--- src/hw/rtl/ddpu_mul.sv ---
// Shared signed 33 by 33 bit multiplier with a registered product.
module ddpu_mul (
    input  logic               i_clk,
    input  logic signed [32:0] i_a,
    input  logic signed [32:0] i_b,
    output logic signed [65:0] o_p
);
    logic signed [65:0] r_p;

    always_ff @(posedge i_clk) begin
        r_p <= i_a * i_b;
    end

    assign o_p = r_p;
endmodule

--- config.mk ---
export PLATFORM = sky130hd
export DESIGN_NAME = ddpu_mul
export DESIGN_NICKNAME = d
export VERILOG_FILES = /design/src/hw/rtl/ddpu_mul.sv
export SDC_FILE = /design/constraint.sdc
export NUM_CORES = 2
export LEC_CHECK = 0
export CAP_MARGIN = 20
export CORE_MARGIN = 2
export CORE_UTILIZATION = 33
export CTS_BUF_LIST = sky130_fd_sc_hd__clkbuf_16
export DETAILED_ROUTE_END_ITERATION = 10
export DONT_BUFFER_PORTS = 1
export PLACE_DENSITY = 0.52
export SETUP_SLACK_MARGIN = 0.2
export SYNTH_ARGS = -nofsm -noshare
export SYNTH_HDL_FRONTEND = slang
export SYNTH_SLANG_ARGS = --single-unit
--- constraint.sdc ---
create_clock -name i_clk -period 8.59 [get_ports i_clk]
set_input_delay 0.859 -clock i_clk [delete_from_list [all_inputs] [get_ports i_clk]]
set_output_delay 0.859 -clock i_clk [all_outputs]
set_load 0.01 [all_outputs]
==> metrics.json <==
{
  "outcome": "finished, final reports clean",
  "min_to": "o_p[0]",
  "syn_avg_cell_area_um2": 9.390,
  "route.detailed.vias_per_inst": 4.705,
  "worstSetupPathType": "input pin to flop",
  "async_flop_share": 0,
  "first_global_vias": 30751,
  "critPathLaunch": "i_a[13]",
  "die_area_um2": 126300,
  "fp-row-count": 128,
  "worstPathArrival_ns": 8.17,
  "cpMostUsedCell": "fa_1",
  "detailedRoute.firstIterationViolations": 1321,
  "grt_util_all_layers": 0.1876,
  "synth.top_cell.area_share": 0.5627,
  "clock_sink_count": 66,
  "flip_flop_count_of_the_largest_register_after_layout": 66,
  "synthMuxAreaShare": 0,
  "cts_max_level": 3,
  "synth.top_cells.by_area": "fa_1 (56%), inv_1 (10%), and2_1 (8.6%), ha_1 (6.7%), nand2_1 (5.1%)",
  "drive_above_1_share": 0.02159,
  "gr-total-overflow": 0,
  "critical_path_peak_fanout": 33,
  "dpl_cell_area_um2": 42210,
  "critical_path.top_delay_family": "adder cells",
  "synth_edf_count": 0,
  "buffer_ports.inserted": 0,
  "setup_total_negative_slack_ns": 0,
  "required_ns": 8.92,
  "max_cap_viol_count": 0,
  "vias": 27263,
  "cts.hold.buffers_added": 0,
  "setup-violations-final": 0,
  "nNetsFinal": 5593,
  "postSynthNetCount": 5767,
  "synth-warning-count": 0,
  "die_h_um": 355.3,
  "post-route-min-period_ns": 7.846,
  "final_cell_count_no_fill": 5795,
  "worstHoldPathType": "input pin to flop",
  "min_period_over_period": 0.9133,
  "ctsLongestPathBuffers": 2,
  "maximum_number_of_pins_on_one_net_before_global_route_repair": 34,
  "tritoncts": "done",
  "globalplace.congestion": 0.8576,
  "syn-cell-area_um2": 40730,
  "synthXorXnorAreaFrac": 0.01462,
  "path_clk_slew_ns": 0.08,
  "setup_ws_ns": 0.7445,
  "grt_setup_unrepaired": "false",
  "critical_path_end_type": "flop",
  "largest_family_of_logic_cells_by_synthesized_area": "adder cells",
  "start_util": 0.3333,
  "setup.worst_path.start_class": "input pin",
  "area_growth_syn_to_layout_pct": 4.325,
  "synthSimpleGateAreaFrac": 0.1578,
  "place_ws_ns": 0.2584,
  "numCtsBuffers": 9,
  "root_buffer_selected_by_cts": "clkbuf_16",
  "hpwlAfterDp_um": 92770,
  "timing.final.max_slew_violations": 0,
  "cts_setup_buffers": 0,
  "io-pin-count": 133,
  "totalWireLength_um": 111900,
  "wl_per_cell_um": 19.32,
  "holdPathStages": 1,
  "core_um2": 122200,
  "number_of_antenna_violations_at_the_first_check_in_global_routing": 1,
  "synth.distinct_cells": 80,
  "firstDrtPassIters": 5,
  "place.detailed.instances": 5778,
  "synth-seq-cells": 66,
  "max_stage_delay_ns": 0.71,
  "tightestPinTransition_ns": 1.191,
  "synthAdderAreaFrac": 0.6294,
  "remaining_drc_errors": 0,
  "worstHoldStart": "i_b[0]",
  "synthesis.instances": 4338,
  "grt_first_pass_wirelength_um": 180700,
  "maxSlewHeadroom": 0.2062,
  "final_design_area_no_fill_um2": 42500,
  "resized_after_cts": 0,
  "timing.critical_path.cells": "and2_1, fa_1, inv_1, fa_1, fa_1, inv_1, fa_1, inv_1, fa_1, inv_1, fa_1, fa_1, inv_1, fa_1, inv_1, ha_1, nand2_1, o21bai_1, and3_1, o21ai_1, o31ai_4, o31ai_4, a21oi_2, xnor2_1",
  "synth_top_flop_cell": "dfxtp_1",
  "post_synthesis_compound_gate_area_fraction": 0.04067,
  "final_hold_viol_count": 0,
  "synth_seq_area_share": 0.03244,
  "number_of_nets_with_antenna_violations_after_detailed_routing": 0,
  "fmaxAchievable_mhz": 127.5,
  "yosys.area.top_type": "fa_1",
  "cpMaxStageDelayCell": "o21ai_1",
  "critical_path_buf_inv_count": 6,
  "die_width_um": 355.3
}
-- synthesized netlist by cell type, types with 7 or more instances --
cell type	instances
xnor2_1	43
nand4_1	11
nand2_1	551
nand3_1	25
xor2_1	25
a21oi_1	57
clkbuf_1	208
o21ai_0	25
nor3_1	7
nor2_1	68
nand2b_1	12
dfxtp_1	66
fa_1	1145
a211oi_1	7
inv_1	1131
and2_1	562
a31oi_1	8
a21o_1	36
o21bai_1	11
buf_2	11
ha_1	217
-- placed cells by master (no fill, tap or decap), types with 7 or more instances in the layout --
| cell | netlist | layout |
|---|---|---|
| fa_1 | 1145 | 1144 |
| dfxtp_1 | 66 | 66 |
| nor3_1 | 7 | 7 |
| and2_1 | 562 | 562 |
| nand3_1 | 25 | 25 |
| xor2_1 | 25 | 25 |
| o21ai_0 | 25 | 25 |
| o21bai_1 | 11 | 11 |
| nand2b_1 | 12 | 12 |
| a21oi_1 | 57 | 57 |
| buf_4 | 0 | 34 |
| nand2_1 | 551 | 551 |
| inv_1 | 1131 | 1131 |
| nor2_1 | 68 | 68 |
| a31oi_1 | 8 | 8 |
| xnor2_1 | 43 | 43 |
| a21o_1 | 36 | 36 |
| ha_1 | 217 | 217 |
| nand4_1 | 11 | 11 |
| clkbuf_16 | 0 | 9 |
| a211oi_1 | 7 | 7 |
-- cell type report --
type                            instances  area [µm²]
Multi-Input combinational cell       2920       34320
Inverter                             1131        4245
Clock buffer                            9       225.2
Antenna cell                            1       2.502
Tap cell                             1625        2033
Timing Repair Buffer                   36       295.3
Sequential cell                        66        1321
Clock inverter                          7       53.80
Fill cell                           12618       79700
-- layer usage --
metal  vias up  routed length, µm  GRT usage
met1     14567              46660     0.2432
met4         0               3231    0.05398
li1      11974                  -          -
met5         -                  0          0
met2       609              56350     0.3224
met3       113               5696    0.03056
-- logic make-up (layout without fill, tap and decap cells) --
kind of cell,count (synthesis),after routing
xor+xnor,68,68
fa+ha+maj,1362,1362
simple gates,1271,1271
other cells,0,1
buf+inv,1352,1183
compound gates,219,219
flops,66,66
-- worst max path at each step --
stage          cells after the start      end  slack (ns)
6_report                          24  o_p[40]        0.74
4_1_cts                           23  o_p[60]        0.71
3_5_place_dp                      23  o_p[64]        0.26
5_1_grt                           23  o_p[60]        0.43
3_3_place_gp                      23  o_p[60]        0.29
2_1_floorplan                     23  o_p[62]        0.49
-- stage by stage --
step / hold slack [ns] / utilization
after global placement: 1.014 / 0.3455
after floorplan: 0.9863 / -
after CTS: 0.5432 / 0.3477
after global routing: 0.5590 / 0.3477
after detailed placement: 1.010 / 0.3455
final: 0.5921 / 0.3478
Power is not shown: default switching activity piles up to over one toggle a cycle in this logic, so the estimate is an artifact.
